$ cat src/hdl/rttcw_pkg.sv
// Package with shared constants, codes and types of the RTT congestion window controller.
package rttcw_pkg;

   localparam int SAMPLE_WINDOW_DEFAULT = 8;
   localparam int WIN_W = 24;
   localparam int RTT_W = 16;
   localparam int TIME_W = 32;
   localparam int ADDR_W = 5;

   localparam logic [23:0] INIT_WINDOW_RESET = 24'd65536;
   localparam logic [23:0] MIN_WINDOW_RESET = 24'd1024;
   localparam logic [23:0] MAX_WINDOW_RESET = 24'd1048576;
   localparam logic [23:0] ADD_STEP_RESET = 24'd1024;
   localparam logic [4:0] GROWTH_RESET = 5'd2;
   localparam logic [4:0] BACKOFF_RESET = 5'd2;
   localparam logic [8:0] SMOOTH_RESET = 9'd8;
   localparam logic [9:0] THRESH_RESET = 10'd50;
   localparam logic [6:0] PERCENT_SCALE = 7'd100;

   typedef enum logic [1:0] {
      ACT_RTT = 2'd0,
      ACT_LOSS = 2'd1,
      ACT_REQUEST = 2'd2,
      ACT_RELEASE = 2'd3
   } action_type;

   typedef enum logic [2:0] {
      REG_INIT_WINDOW = 3'd0,
      REG_MIN_WINDOW = 3'd1,
      REG_MAX_WINDOW = 3'd2,
      REG_ADD_STEP = 3'd3,
      REG_GROWTH = 3'd4,
      REG_BACKOFF = 3'd5,
      REG_SMOOTH = 3'd6,
      REG_THRESH = 3'd7
   } reg_index_type;

   typedef struct packed {
      logic [23:0] initial_window;
      logic [23:0] min_window;
      logic [23:0] max_window;
      logic [23:0] additive_step;
      logic [4:0] growth_factor;
      logic [4:0] backoff_divisor;
      logic [8:0] smoothing_factor;
      logic [9:0] threshold_percent;
   } cfg_type;

   // Serial arithmetic request: mul computes a*b, div computes a/b.
   typedef struct packed {
      logic start;
      logic is_div;
      logic [39:0] a;
      logic [23:0] b;
   } ser_req_type;

   typedef struct packed {
      logic done;
      logic [39:0] result;
   } ser_rsp_type;

endpackage

$ cat src/hdl/rttcw_csr.sv
// APB-style register file of the RTT congestion window controller.
module rttcw_csr (
   input  logic clock,
   input  logic reset,
   input  logic csr_psel,
   input  logic csr_penable,
   input  logic csr_pwrite,
   input  logic [rttcw_pkg::ADDR_W-1:0] csr_paddr,
   input  logic [31:0] csr_pwdata,
   output logic [31:0] csr_prdata,
   output logic csr_pready,
   output rttcw_pkg::cfg_type cfg
);
   rttcw_pkg::cfg_type cfg_ff;
   logic wr;
   logic [2:0] idx;

   assign csr_pready = 1'b1;
   assign wr = csr_psel && csr_penable && csr_pwrite;
   assign idx = csr_paddr[4:2];
   assign cfg = cfg_ff;

   always_ff @(posedge clock) begin
      if (reset) begin
         cfg_ff.initial_window <= rttcw_pkg::INIT_WINDOW_RESET;
         cfg_ff.min_window <= rttcw_pkg::MIN_WINDOW_RESET;
         cfg_ff.max_window <= rttcw_pkg::MAX_WINDOW_RESET;
         cfg_ff.additive_step <= rttcw_pkg::ADD_STEP_RESET;
         cfg_ff.growth_factor <= rttcw_pkg::GROWTH_RESET;
         cfg_ff.backoff_divisor <= rttcw_pkg::BACKOFF_RESET;
         cfg_ff.smoothing_factor <= rttcw_pkg::SMOOTH_RESET;
         cfg_ff.threshold_percent <= rttcw_pkg::THRESH_RESET;
      end else if (wr && csr_paddr[1:0] == 2'b00) begin
         unique case (rttcw_pkg::reg_index_type'(idx))
            rttcw_pkg::REG_INIT_WINDOW: cfg_ff.initial_window <= csr_pwdata[23:0];
            rttcw_pkg::REG_MIN_WINDOW: cfg_ff.min_window <= csr_pwdata[23:0];
            rttcw_pkg::REG_MAX_WINDOW: cfg_ff.max_window <= csr_pwdata[23:0];
            rttcw_pkg::REG_ADD_STEP: cfg_ff.additive_step <= csr_pwdata[23:0];
            rttcw_pkg::REG_GROWTH: cfg_ff.growth_factor <= csr_pwdata[4:0];
            rttcw_pkg::REG_BACKOFF: cfg_ff.backoff_divisor <= csr_pwdata[4:0];
            rttcw_pkg::REG_SMOOTH: cfg_ff.smoothing_factor <= csr_pwdata[8:0];
            rttcw_pkg::REG_THRESH: cfg_ff.threshold_percent <= csr_pwdata[9:0];
            default: ;
         endcase
      end
   end

   always_comb begin
      csr_prdata = 32'd0;
      unique case (rttcw_pkg::reg_index_type'(idx))
         rttcw_pkg::REG_INIT_WINDOW: csr_prdata = {8'd0, cfg_ff.initial_window};
         rttcw_pkg::REG_MIN_WINDOW: csr_prdata = {8'd0, cfg_ff.min_window};
         rttcw_pkg::REG_MAX_WINDOW: csr_prdata = {8'd0, cfg_ff.max_window};
         rttcw_pkg::REG_ADD_STEP: csr_prdata = {8'd0, cfg_ff.additive_step};
         rttcw_pkg::REG_GROWTH: csr_prdata = {27'd0, cfg_ff.growth_factor};
         rttcw_pkg::REG_BACKOFF: csr_prdata = {27'd0, cfg_ff.backoff_divisor};
         rttcw_pkg::REG_SMOOTH: csr_prdata = {23'd0, cfg_ff.smoothing_factor};
         rttcw_pkg::REG_THRESH: csr_prdata = {22'd0, cfg_ff.threshold_percent};
         default: csr_prdata = 32'd0;
      endcase
   end
endmodule

$ cat src/hdl/rttcw_serial.sv
// Bit-serial shift-add multiplier and restoring divider shared by the controller.
module rttcw_serial (
   input  logic clock,
   input  logic reset,
   input  rttcw_pkg::ser_req_type req,
   output rttcw_pkg::ser_rsp_type rsp
);
   logic busy_ff, busy_in;
   logic done_ff, done_in;
   logic div_ff, div_in;
   logic [5:0] cnt_ff, cnt_in;
   logic [39:0] acc_ff, acc_in;
   logic [39:0] sh_ff, sh_in;
   logic [24:0] rem_ff, rem_in;
   logic [23:0] b_ff, b_in;
   logic [24:0] trial;

   assign rsp.done = done_ff;
   assign rsp.result = acc_ff;

   always_comb begin
      busy_in = busy_ff;
      done_in = 1'b0;
      div_in = div_ff;
      cnt_in = cnt_ff;
      acc_in = acc_ff;
      sh_in = sh_ff;
      rem_in = rem_ff;
      b_in = b_ff;
      trial = {rem_ff[23:0], sh_ff[39]} - {1'b0, b_ff};
      if (req.start) begin
         busy_in = 1'b1;
         div_in = req.is_div;
         cnt_in = req.is_div ? 6'd40 : 6'd24;
         acc_in = 40'd0;
         sh_in = req.a;
         rem_in = 25'd0;
         b_in = req.b;
      end else if (busy_ff) begin
         if (div_ff) begin
            sh_in = {sh_ff[38:0], 1'b0};
            if (!trial[24]) begin
               rem_in = trial;
               acc_in = {acc_ff[38:0], 1'b1};
            end else begin
               rem_in = {rem_ff[23:0], sh_ff[39]};
               acc_in = {acc_ff[38:0], 1'b0};
            end
         end else begin
            b_in = {1'b0, b_ff[23:1]};
            sh_in = {sh_ff[38:0], 1'b0};
            if (b_ff[0]) acc_in = acc_ff + sh_ff;
         end
         cnt_in = cnt_ff - 6'd1;
         if (cnt_ff == 6'd1) begin
            busy_in = 1'b0;
            done_in = 1'b1;
         end
      end
   end

   always_ff @(posedge clock) begin
      if (reset) begin
         busy_ff <= 1'b0;
         done_ff <= 1'b0;
      end else begin
         busy_ff <= busy_in;
         done_ff <= done_in;
      end
      div_ff <= div_in;
      cnt_ff <= cnt_in;
      acc_ff <= acc_in;
      sh_ff <= sh_in;
      rem_ff <= rem_in;
      b_ff <= b_in;
   end

   assert property (@(posedge clock) disable iff (reset) done_ff |-> !busy_ff)
      else $error("serial unit done while busy");
   assert property (@(posedge clock) disable iff (reset) busy_ff |-> cnt_ff != 6'd0)
      else $error("serial unit busy with zero count");
   assert property (@(posedge clock) disable iff (reset) req.start |=> busy_ff)
      else $error("serial unit did not start");
endmodule

$ cat src/hdl/rtt_congestion_window_control.sv
// Top level of the RTT congestion window controller: event sequencer and state.
// Usage: events enter on the req_ channel (action, now_ms, send_time_ms,
// request_bytes) with valid/ready; one result per event leaves on the rsp_
// channel. Registers are to be written through the csr_ APB-style port only
// while idle; the block itself does not enforce it. Credit request and
// release events pass through S_DECODE and S_OUT before the result is
// shown. A loss event runs one serial division of the window (S_BACK,
// S_WAIT) before S_OUT presents its result. An RTT sample runs up to four
// serial operations on the shared shift-add unit (average multiply and divide,
// threshold multiply, then growth multiply or backoff divide); the single
// serial unit runs them one after another.
// One event is processed at a time; req_ready is high only while no event is
// in flight and the result register is free, so the next event is taken at
// the earliest in the cycle after the result transfer.
// Reset restores the window and credit to initial_window of the reset register
// values, clears statistics, the ring fill count and the pacing timer.
// When the receiver stalls, the result holds in the output register and no
// new event is taken until it is transferred.
module rtt_congestion_window_control #(
   parameter int SAMPLE_WINDOW = rttcw_pkg::SAMPLE_WINDOW_DEFAULT
) (
   input  logic clock,
   input  logic reset,
   input  logic req_valid,
   output logic req_ready,
   input  logic [1:0] req_action,
   input  logic [31:0] req_now_ms,
   input  logic [31:0] req_send_time_ms,
   input  logic [23:0] req_request_bytes,
   output logic rsp_valid,
   input  logic rsp_ready,
   output logic [23:0] rsp_window_size,
   output logic [23:0] rsp_credit_left,
   output logic rsp_granted,
   output logic rsp_congested,
   output logic rsp_in_avoidance,
   output logic [15:0] rsp_last_rtt,
   output logic [15:0] rsp_lowest_rtt,
   output logic [15:0] rsp_highest_rtt,
   output logic [15:0] rsp_mean_rtt,
   input  logic csr_psel,
   input  logic csr_penable,
   input  logic csr_pwrite,
   input  logic [rttcw_pkg::ADDR_W-1:0] csr_paddr,
   input  logic [31:0] csr_pwdata,
   output logic [31:0] csr_prdata,
   output logic csr_pready
);
   localparam int PTR_W = (SAMPLE_WINDOW > 1) ? $clog2(SAMPLE_WINDOW) : 1;
   localparam int FILL_W = $clog2(SAMPLE_WINDOW + 1);
   localparam logic [FILL_W-1:0] FILL_MAX = FILL_W'(SAMPLE_WINDOW);
   localparam logic [PTR_W-1:0] PTR_LAST = PTR_W'(SAMPLE_WINDOW - 1);

   typedef enum logic [3:0] {
      S_IDLE, S_DECODE, S_AVG_MUL, S_AVG_DIV, S_RING, S_THR_MUL,
      S_TEST, S_GROW, S_BACK, S_WAIT, S_OUT
   } state_type;

   rttcw_pkg::cfg_type cfg;
   rttcw_pkg::ser_req_type sreq;
   rttcw_pkg::ser_rsp_type srsp;

   rttcw_csr u_csr (
      .clock(clock), .reset(reset), .csr_psel(csr_psel), .csr_penable(csr_penable),
      .csr_pwrite(csr_pwrite), .csr_paddr(csr_paddr), .csr_pwdata(csr_pwdata),
      .csr_prdata(csr_prdata), .csr_pready(csr_pready), .cfg(cfg)
   );

   rttcw_serial u_serial (.clock(clock), .reset(reset), .req(sreq), .rsp(srsp));

   state_type state_ff;
   state_type ret_ff;
   logic started_ff;
   logic [1:0] act_ff;
   logic [31:0] now_ff, sent_ff;
   logic [23:0] reqb_ff;
   logic [23:0] window_ff, credit_ff;
   logic avoid_ff;
   logic [31:0] adjust_ff;
   logic [15:0] latest_ff, lowest_ff, highest_ff, average_ff;
   logic [15:0] ring_mem [SAMPLE_WINDOW];
   logic [FILL_W-1:0] fill_ff;
   logic [PTR_W-1:0] head_ff;
   logic [15:0] oldest_ff;
   logic congested_ff, granted_ff, rsp_valid_ff;
   logic [15:0] rtt_val;
   logic [8:0] smooth_eff;
   logic [4:0] back_eff, grow_eff;
   logic [16:0] change;
   logic [39:0] change100;
   logic [31:0] since;
   logic [24:0] add_sum;
   logic [23:0] release_val;

   assign rtt_val = (now_ff - sent_ff) > 32'd65535 ? 16'hFFFF : 16'((now_ff - sent_ff));
   assign smooth_eff = cfg.smoothing_factor == 9'd0 ? 9'd1 : cfg.smoothing_factor;
   assign back_eff = cfg.backoff_divisor == 5'd0 ? 5'd1 : cfg.backoff_divisor;
   assign grow_eff = cfg.growth_factor == 5'd0 ? 5'd1 : cfg.growth_factor;
   assign change = {1'b0, latest_ff} - {1'b0, oldest_ff};
   assign change100 = {23'd0, change[15:0]} * 40'(rttcw_pkg::PERCENT_SCALE);
   assign since = now_ff - adjust_ff;
   assign add_sum = {1'b0, window_ff} + {1'b0, cfg.additive_step};
   assign release_val = window_ff < cfg.max_window ? window_ff : cfg.max_window;

   assign req_ready = state_ff == S_IDLE && !rsp_valid_ff;
   assign rsp_valid = rsp_valid_ff;
   assign rsp_window_size = window_ff;
   assign rsp_credit_left = credit_ff;
   assign rsp_granted = granted_ff;
   assign rsp_congested = congested_ff;
   assign rsp_in_avoidance = avoid_ff;
   assign rsp_last_rtt = latest_ff;
   assign rsp_lowest_rtt = lowest_ff;
   assign rsp_highest_rtt = highest_ff;
   assign rsp_mean_rtt = average_ff;

   always_comb begin
      sreq = '0;
      if (!started_ff) begin
         unique case (state_ff)
            S_AVG_MUL: begin
               sreq.start = 1'b1;
               sreq.a = {24'd0, average_ff};
               sreq.b = {15'd0, smooth_eff - 9'd1};
            end
            S_AVG_DIV: begin
               sreq.start = 1'b1;
               sreq.is_div = 1'b1;
               sreq.a = srsp.result + {24'd0, rtt_val};
               sreq.b = {15'd0, smooth_eff};
            end
            S_THR_MUL: begin
               sreq.start = 1'b1;
               sreq.a = {24'd0, lowest_ff};
               sreq.b = {14'd0, cfg.threshold_percent};
            end
            S_GROW: begin
               sreq.start = !avoid_ff && since >= {16'd0, average_ff};
               sreq.a = {16'd0, window_ff};
               sreq.b = {19'd0, grow_eff};
            end
            S_BACK: begin
               sreq.start = 1'b1;
               sreq.is_div = 1'b1;
               sreq.a = {16'd0, window_ff};
               sreq.b = {19'd0, back_eff};
            end
            default: sreq = '0;
         endcase
      end
   end

   always_ff @(posedge clock) begin
      if (state_ff == S_RING) begin
         ring_mem[head_ff] <= latest_ff;
         oldest_ff <= ring_mem[(head_ff == PTR_LAST) ? '0 : head_ff + 1'b1];
      end
   end

   always_ff @(posedge clock) begin
      if (reset) begin
         state_ff <= S_IDLE;
         ret_ff <= S_IDLE;
         started_ff <= 1'b0;
         rsp_valid_ff <= 1'b0;
         window_ff <= rttcw_pkg::INIT_WINDOW_RESET;
         credit_ff <= rttcw_pkg::INIT_WINDOW_RESET;
         avoid_ff <= 1'b0;
         adjust_ff <= 32'd0;
         latest_ff <= 16'd0;
         lowest_ff <= 16'hFFFF;
         highest_ff <= 16'd0;
         average_ff <= 16'd0;
         fill_ff <= '0;
         head_ff <= '0;
         granted_ff <= 1'b0;
         congested_ff <= 1'b0;
      end else begin
         if (rsp_valid_ff && rsp_ready) rsp_valid_ff <= 1'b0;
         started_ff <= sreq.start;
         unique case (state_ff)
            S_IDLE: begin
               if (req_valid && req_ready) begin
                  act_ff <= req_action;
                  now_ff <= req_now_ms;
                  sent_ff <= req_send_time_ms;
                  reqb_ff <= req_request_bytes;
                  granted_ff <= 1'b0;
                  congested_ff <= 1'b0;
                  state_ff <= S_DECODE;
               end
            end
            S_DECODE: begin
               unique case (rttcw_pkg::action_type'(act_ff))
                  rttcw_pkg::ACT_RTT: begin
                     latest_ff <= rtt_val;
                     if (rtt_val < lowest_ff) lowest_ff <= rtt_val;
                     if (rtt_val > highest_ff) highest_ff <= rtt_val;
                     if (average_ff == 16'd0) begin
                        average_ff <= rtt_val;
                        ret_ff <= S_IDLE;
                        state_ff <= S_RING;
                     end else begin
                        state_ff <= S_AVG_MUL;
                     end
                  end
                  rttcw_pkg::ACT_LOSS: state_ff <= S_BACK;
                  rttcw_pkg::ACT_REQUEST: begin
                     if (credit_ff >= reqb_ff) begin
                        credit_ff <= credit_ff - reqb_ff;
                        granted_ff <= 1'b1;
                     end
                     state_ff <= S_OUT;
                  end
                  rttcw_pkg::ACT_RELEASE: begin
                     credit_ff <= release_val;
                     state_ff <= S_OUT;
                  end
                  default: state_ff <= S_OUT;
               endcase
            end
            S_AVG_MUL: begin
               ret_ff <= S_AVG_DIV;
               state_ff <= S_WAIT;
            end
            S_AVG_DIV: begin
               ret_ff <= S_RING;
               state_ff <= S_WAIT;
            end
            S_RING: begin
               if (ret_ff == S_RING) average_ff <= srsp.result[15:0];
               head_ff <= (head_ff == PTR_LAST) ? '0 : head_ff + 1'b1;
               if (fill_ff < FILL_MAX) fill_ff <= fill_ff + 1'b1;
               if (fill_ff + 1'b1 >= FILL_MAX) begin
                  state_ff <= S_THR_MUL;
               end else begin
                  state_ff <= S_GROW;
               end
            end
            S_THR_MUL: begin
               ret_ff <= S_TEST;
               state_ff <= S_WAIT;
            end
            S_TEST: begin
               if (!change[16] && change100 > srsp.result) begin
                  congested_ff <= 1'b1;
                  state_ff <= S_BACK;
               end else begin
                  state_ff <= S_GROW;
               end
            end
            S_GROW: begin
               if (since < {16'd0, average_ff}) begin
                  state_ff <= S_OUT;
               end else if (avoid_ff) begin
                  window_ff <= add_sum > {1'b0, cfg.max_window} ? cfg.max_window
                                                               : add_sum[23:0];
                  adjust_ff <= now_ff;
                  state_ff <= S_OUT;
               end else begin
                  ret_ff <= S_GROW;
                  state_ff <= S_WAIT;
               end
            end
            S_BACK: begin
               ret_ff <= S_BACK;
               state_ff <= S_WAIT;
            end
            S_WAIT: begin
               if (srsp.done) begin
                  priority case (ret_ff)
                     S_GROW: begin
                        window_ff <= srsp.result > {16'd0, cfg.max_window}
                                     ? cfg.max_window : srsp.result[23:0];
                        adjust_ff <= now_ff;
                        state_ff <= S_OUT;
                     end
                     S_BACK: begin
                        window_ff <= srsp.result[23:0] > cfg.min_window
                                     ? srsp.result[23:0] : cfg.min_window;
                        avoid_ff <= 1'b1;
                        adjust_ff <= now_ff;
                        state_ff <= S_OUT;
                     end
                     S_RING: state_ff <= S_RING;
                     default: state_ff <= ret_ff;
                  endcase
               end
            end
            S_OUT: begin
               rsp_valid_ff <= 1'b1;
               state_ff <= S_IDLE;
            end
            default: state_ff <= S_IDLE;
         endcase
      end
   end

   assert property (@(posedge clock) disable iff (reset) rsp_valid_ff |-> state_ff == S_IDLE)
      else $error("result shown while an event is in flight");
   assert property (@(posedge clock) disable iff (reset) fill_ff <= FILL_MAX)
      else $error("ring fill count overflow");
   assert property (@(posedge clock) disable iff (reset)
      state_ff == S_OUT |=> rsp_valid_ff)
      else $error("finished event produced no result");
   assert property (@(posedge clock) disable iff (reset)
      granted_ff && rsp_valid_ff |-> act_ff == 2'(rttcw_pkg::ACT_REQUEST))
      else $error("grant flagged for an event that is not a credit request");
endmodule

$ cat config.mk
export PLATFORM = sky130hd
export DESIGN_NAME = rtt_congestion_window_control
export DESIGN_NICKNAME = d
export VERILOG_FILES = /design/src/hdl/rttcw_pkg.sv /design/src/hdl/rttcw_csr.sv /design/src/hdl/rttcw_serial.sv /design/src/hdl/rtt_congestion_window_control.sv
export SDC_FILE = /design/constraint.sdc
export NUM_CORES = 2
export LEC_CHECK = 0
export CORE_MARGIN = 10
export CORE_UTILIZATION = 50
export DETAILED_ROUTE_END_ITERATION = 8
export DONT_BUFFER_PORTS = 1
export PLACE_DENSITY = 0.74
export SYNTH_ARGS = -nofsm -noshare
export SYNTH_HDL_FRONTEND = slang
export SYNTH_HIERARCHICAL = 1
export SYNTH_SLANG_ARGS = --single-unit
$ cat constraint.sdc
create_clock -name clock -period 6.55 [get_ports clock]
set_clock_uncertainty 0.2 [all_clocks]
set_input_delay 0.655 -clock clock [delete_from_list [all_inputs] [get_ports clock]]
set_output_delay 0.655 -clock clock [all_outputs]
set_load 0.01 [all_outputs]
# Word-level counts from Yosys, hierarchy flattened
# Memories as Yosys holds them, arrays and structs flattened. A register that Yosys moved wholly into a read port is not among the register bits.
# Index checks and enable logic that the tools add are counted.
classes:
  eq_ne: 40
  multipliers: 1
  n_mux: 71
  magnitude_cmp: 13
  n_bitwise: 2
  n_reduce_logical: 58
  n_addsub: 12
op_table:
  columns: ["operator", "n"]
  rows:
  - ["case mux 64 bit (5 select lines)", 1]
  - ["two-way mux 24 bit", 12]
  - ["case mux 32 bit (8 select lines)", 1]
  - ["two-way mux 40 bit", 4]
  - ["case mux 24 bit (2 select lines)", 3]
  - ["two-way mux 32 bit", 4]
  - ["two-way mux 66 bit", 1]
  - ["two-way mux 16 bit", 4]
  - ["case mux 32 bit (2 select lines)", 1]
  - ["subtractor 32 bit", 2]
  - ["adder 40 x 16 -> 40 bit", 1]
  - ["adder 40 bit", 1]
  - ["> comparator 23 x 40 -> 1 bit", 1]
  - ["> comparator 40 x 24 -> 1 bit", 1]
  - ["greater-or-equal comparator 32 x 16 -> 1 bit", 1]
  - ["> comparator 32 x 16 -> 1 bit (second input constant)", 1]
  - ["< comparator 32 x 16 -> 1 bit", 1]
  - ["case mux 16 bit (2 select lines)", 1]
  - ["two-way mux 4 bit", 7]
  - ["case mux 4 bit (7 select lines)", 1]
  - ["AND reduction 2 bit", 14]
  - ["adder 24 x 24 -> 25 bit", 1]
  - ["> comparator 25 x 24 -> 1 bit", 1]
  - ["subtractor 25 x 24 -> 25 bit", 1]
  - ["54 further kinds", 131]
totals:
  out_inout_bits: 150
  reg_bits: 516
  word_cells: 234
  inputBits: 134
  n_memories: 1
  ramBits: 128
mem_list:
  columns: ["name", "words", "word_bits", "rd", "rd_ports_with_merged_regs", "write_ports", "line_no", "text"]
  rows:
  - ["ring_mem", 8, 16, 1, 1, 1, "rtt_congestion_window_control.sv:81", "logic [15:0] ring_mem [SAMPLE_WINDOW];"]

# Depth between registers and ports, before layout
depth:
  ltp_word: 8
  mapped_depth: 33
  ltp_nobuf: 33

# Hierarchy
# The synthesis kept the hierarchy.
by_module_without_submodules:
  columns: ["mod", "cells_per_inst", "area_each_um2", "seq_area_each_um2", "instances"]
  rows:
  - ["rtt_congestion_window_control", 3352, 30665.7, 10309.9, 1]
  - ["rttcw_serial", 1043, 9307.7, 3453.3, 1]
  - ["rttcw_csr", 681, 5566.6, 2502.4, 1]

# Least setup slack after synthesis
# No wires, ideal clock.
synth_path:
  path_type: "register to register"
  from: "register latest_ff[1] (netlist: rsp_last_rtt[1])"
  to: "register congested_ff (netlist: rsp_congested)"
  synth_period_minus_slack_ns: 7.032
  stages_incl_launch_ff: 32
  arrival_time_ns: 6.761
  n_path_buf: 0
  t_required_ns: 6.280
  setup_ns: 0.070
  slack_ns: -0.482
  path_cell_list: "dfxtp_1 > ha_1 > nor2b_1 > o21ai_0 > a21boi_0 > o21ai_0 > a21boi_0 > o2111ai_1 > nand3_1 > o41ai_1 > xnor2_1 > ha_1 > ha_1 > inv_1 > fa_1 > inv_1 > ha_1 > or2_2 > o31a_1 > o211a_1 > o21a_1 > o21ai_0 > mux2i_1 > nand2_1 > ha_1 > nand4b_1 > nor4_1 > o31ai_1 > o31ai_1 > o21ai_0 > or3b_2 > a21oi_1"
synth_between:
  elab_chain_cells: 6
  word_cells_on_any_way: 7
  classes_between: "add/sub (1); mul (1); order compare (1); eq/ne (1); reduce/logical (3)"
synth_rtl:
  columns: ["item", "line_no", "text"]
  rows:
  - ["start: declaration", "rtt_congestion_window_control.sv:80", "logic [15:0] latest_ff, lowest_ff, highest_ff, average_ff;"]
  - ["start signal: assignment", "rtt_congestion_window_control.sv:196", "latest_ff <= rtt_val;"]
  - ["subtractor 16 x 16 -> 17 bit *", "rtt_congestion_window_control.sv:99", "assign change = {1'b0, latest_ff} - {1'b0, oldest_ff};"]
  - ["multiplier 16 x 5 -> 21 bit", "rtt_congestion_window_control.sv:100", "assign change100 = {23'd0, change[15:0]} * 40'(rttcw_pkg::PERCENT_SCALE);"]
  - ["> comparator 23 x 40 -> 1 bit", "rtt_congestion_window_control.sv:245", "if (!change[16] && change100 > srsp.result) begin"]
  - ["logical AND 1 bit *", "rtt_congestion_window_control.sv:245", null]
  - ["!= test 2 bit (no source line) *", null, null]
  - ["AND reduction 3 bit (no source line) *", null, null]
  - ["end signal: assignment", "rtt_congestion_window_control.sv:177", "congested_ff <= 1'b0;"]
  - ["end signal: assignment", "rtt_congestion_window_control.sv:189", "congested_ff <= 1'b0;"]
  - ["end signal: assignment", "rtt_congestion_window_control.sv:246", "congested_ff <= 1'b1;"]
  - ["end: declaration", "rtt_congestion_window_control.sv:85", "logic congested_ff, granted_ff, rsp_valid_ff;"]
# Every way passes the cells marked *; elsewhere a longest branch is shown, timed or not.
# A chain may end at the register's enable or synchronous reset.

# Worst setup path after layout
layout_path:
  from: "register oldest_ff[1] (read register of ring_mem)"
  to: "register congested_ff (netlist: rsp_congested)"
layout_between:
  elab_chain_cells: 6
  word_cells_on_any_way: 7
  classes_between: "add/sub (1); mul (1); order compare (1); eq/ne (1); reduce/logical (3)"
layout_rtl:
  columns: ["item", "line_no", "text"]
  rows:
  - ["start: declaration", "rtt_congestion_window_control.sv:84", "logic [15:0] oldest_ff;"]
  - ["subtractor 16 x 16 -> 17 bit *", "rtt_congestion_window_control.sv:99", null]
  - ["multiplier 16 x 5 -> 21 bit", "rtt_congestion_window_control.sv:100", null]
  - ["> comparator 23 x 40 -> 1 bit", "rtt_congestion_window_control.sv:245", null]
  - ["logical AND 1 bit *", "rtt_congestion_window_control.sv:245", null]
  - ["!= test 2 bit (no source line) *", null, null]
  - ["AND reduction 3 bit (no source line) *", null, null]
# Marks and branches as above.

==> out/metrics.cfg <==
[placement]
place_area_sq_mm=0.04817
gp_congestion=0.9829
port-buffer-count=0
dp_hpwl_um=107100
placedCellCount=6279

[detailed_routing]
drtIter0Drc=4365
wl_per_cell_um=22.88
drc=0
via_per_inst=6.226
ant_nets=0
vias=41630
firstDrtPassIters=9
wl_um=153000

[setup_path]
worstPathRequired_ns=6.92
crit_top_cell=o21ai_2
startpoint_type=flip-flop
startpoint=oldest_ff[1]
cpLargestDelayFamily=compound AO/OA/AOI/OAI gates
critPathMaxStageDelay_ns=0.49
crit_arrival_ns=7.08
cp-end-kind=flip-flop
slowest_stage=fa_1
worstReg2RegStart=oldest_ff[1]
crit_type=reg2reg
critPathMaxFanout=4
crit_buf_inv=4

[timing]
timing.setup.tns_ns=-0.5434
slew_violations=0
slew_headroom=0.07468
tightest_slew_ns=1.386
fin_ws_ns=-0.1661
rsz0062_at_grt=yes
final_hold_viol_count=0
period_needed_ns=6.716
finalSetupViolations=5
period_share=1.025
clock.fmax_mhz=148.9

[yosys]
synth.cell_area_sq_mm=0.04554
synth_edf_count=305
synth_flop_cell=dfxtp_1
synth_cell_types=111
yosys_warnings=6
synth_cells=5076
ys_seq_elements=660
syn_avg_cell_area_sq_um=8.972
async_flop_share=0
ys_seq_area_frac=0.3572

[finish]
seq_area_sq_mm=0.01627
multiInputGateArea_sq_mm=0.02795
fin_area_sq_mm=0.05426
drive_gt1_frac=0.1466
nets=6026
fillers=7319
area_growth_pct=19.15
final_common_cell=nand2_1
layout_common_cells=537 x nand2_1, 443 x a21oi_1, 402 x ha_1
fin_cells=6687

[status]
failed_checks=negative setup slack
status=complete, but fails checks

[clocking]
htreeDepth=3
root_buffer=clkbuf_16
cts_made_buffers=72
path_clk_slew_ns=0.07
clock_path_buffers=3
clkLatencyLatePin_ns=0.66
cts_tree=done
cts_sinks=660

[power]
power.internal_uw=11570
clockPowerShare=0.221
p_sw_frac=0.4016
total_power_uw=19330
p_leak_uw=0.02207
seq_power_share=0.272
power_density_mw_per_mm2=356.3
ir_drop_v=0.0004389
comb_power_share=0.507
net-switching-power_uw=7764

[floorplan]
fp.dieH_um=321.8
core_sq_mm=0.09015
dieArea_sq_mm=0.1036
die_w_um=321.8
row_count=110
initial_utilization=0.5052
io_pins=284

[hold_path]
min_from=reset
hp-class=in2reg

[job]
maxCapViolations=0

[grt]
grt_pass1_wl_um=232400
track_usage=0.2820
gr-total-overflow=0
grt_pass1_vias=40130
antenna_found_initial=3
grt_max_degree=136

-- registers in the layout, indices dropped and copies added (netlist names), 4 cells and up --
register,flops
rsp_lowest_rtt,16
u_serial/b_ff,24
u_csr/cfg,125
u_serial/rem_ff,24
ring_mem,128
reqb_ff,24
rsp_credit_left,24
ret_ff,4
u_serial/cnt_ff,6
rsp_last_rtt,16
oldest_ff,16
fill_ff,4
u_serial/acc_ff,40
rsp_highest_rtt,16
now_ff,32
state_ff,4
rsp_mean_rtt,16
u_serial/sh_ff,40
adjust_ff,32
sent_ff,32
rsp_window_size,24
-- through the flow --
| step | setup WS [ns] | util | hold slack, ns |
|---|---|---|---|
| after floorplan | 0.04856 | - | 0.2326 |
| after global placement | -0.3679 | 0.5343 | 0.2357 |
| after detailed placement | -0.4837 | 0.5343 | 0.2408 |
| after CTS | -0.09852 | 0.5915 | 0.01165 |
| after global routing | -0.4530 | 0.6017 | 0.05579 |
| final | -0.1661 | 0.6019 | 0.08123 |
-- path summary, 6_finish.rpt --
check	endpoint	slack, ns	cells past startpoint
min	u_serial/busy_ff	0.08	1
max	rsp_congested	-0.17	32
min reg2reg	u_csr/cfg[3]	0.28	2
max reg2reg	rsp_congested	-0.17	32
-- routing by layer --
layer,track usage,up-vias,part of all wire
li1,-,19280,-
met1,0.3542,19860,0.39
met2,0.4499,2053,0.45
met3,0.07158,440,0.10
met4,0.1337,2,0.051
met5,0,-,0.00012
-- Yosys cell counts (28+ instances only) --
cell      count  area [sq um]
a211oi_1     37         277.8
buf_2        39         195.2
nor4_1       30         187.7
nand4_1      66         412.9
nor2b_1      50         312.8
mux2_2       93          1047
dfxtp_1     355          7107
a311oi_1     44         385.4
o31ai_1      37         277.8
nor2_1      363          1363
nand2b_1     35         219.0
nand2_1     543          2038
and2_1       42         262.8
a21o_1      110         825.8
a31oi_1      43         269.0
mux4_2       47          1059
inv_1       371          1393
xnor2_1     123          1077
a21oi_1     465          2327
xor2_1       79         691.9
o22ai_1      29         181.4
o21ai_0     301          1506
and4_1       28         245.2
nand3_1      95         475.5
mux2i_1      97         970.9
o211ai_1     42         315.3
clkbuf_1    178         668.1
edfxtp_1    305          9159
nor3_1       90         450.4
o21a_1       45         337.8
ha_1        426          5330
-- power by group through the flow --
stage / sequential (uW) / combinational [uW] / clock, uW
2_1_floorplan: 5140 / 5920 / 0
3_3_place_gp: 5300 / 8340 / 0
3_5_place_dp: 5310 / 8550 / 0
4_1_cts: 5230 / 9040 / 4290
5_1_grt: 5290 / 10800 / 4450
6_report: 5260 / 9800 / 4270
-- cells by family (layout without fill, tap and decap cells) --
family          after synthesis  after routing  share of synthesized area
compound gates             1418           1418                     0.1997
xor+xnor                    203            203                    0.03945
fa+ha+maj                   445            445                     0.1254
buf+inv                     632           1042                    0.05701
flops                       660            660                     0.3572
mux                         240            240                    0.06847
other cells                   3             28                  0.0002473
simple gates               1475           1475                     0.1526
-- repair_timing --
action | in CTS | in global routing
endpoints found under the hold margin | 331 | 0
setup buffers | 17 | 31
resized for setup | 75 | 136
pin swaps | 61 | 88
cloned | 1 | 0
hold buffers | 222 | 0
setup endpoints to repair | 22 | 109
-- layout make-up --
cell class                      instances  share of cell area
Multi-Input combinational cell       3804              0.5150
Clock inverter                         46            0.009408
Tap cell                             1176             0.02712
Antenna cell                            5           0.0002306
Sequential cell                       660              0.2999
Inverter                              373             0.02585
Timing Repair Buffer                  536             0.08730
Clock buffer                           87             0.03519
(Power assumes the default switching activity.)
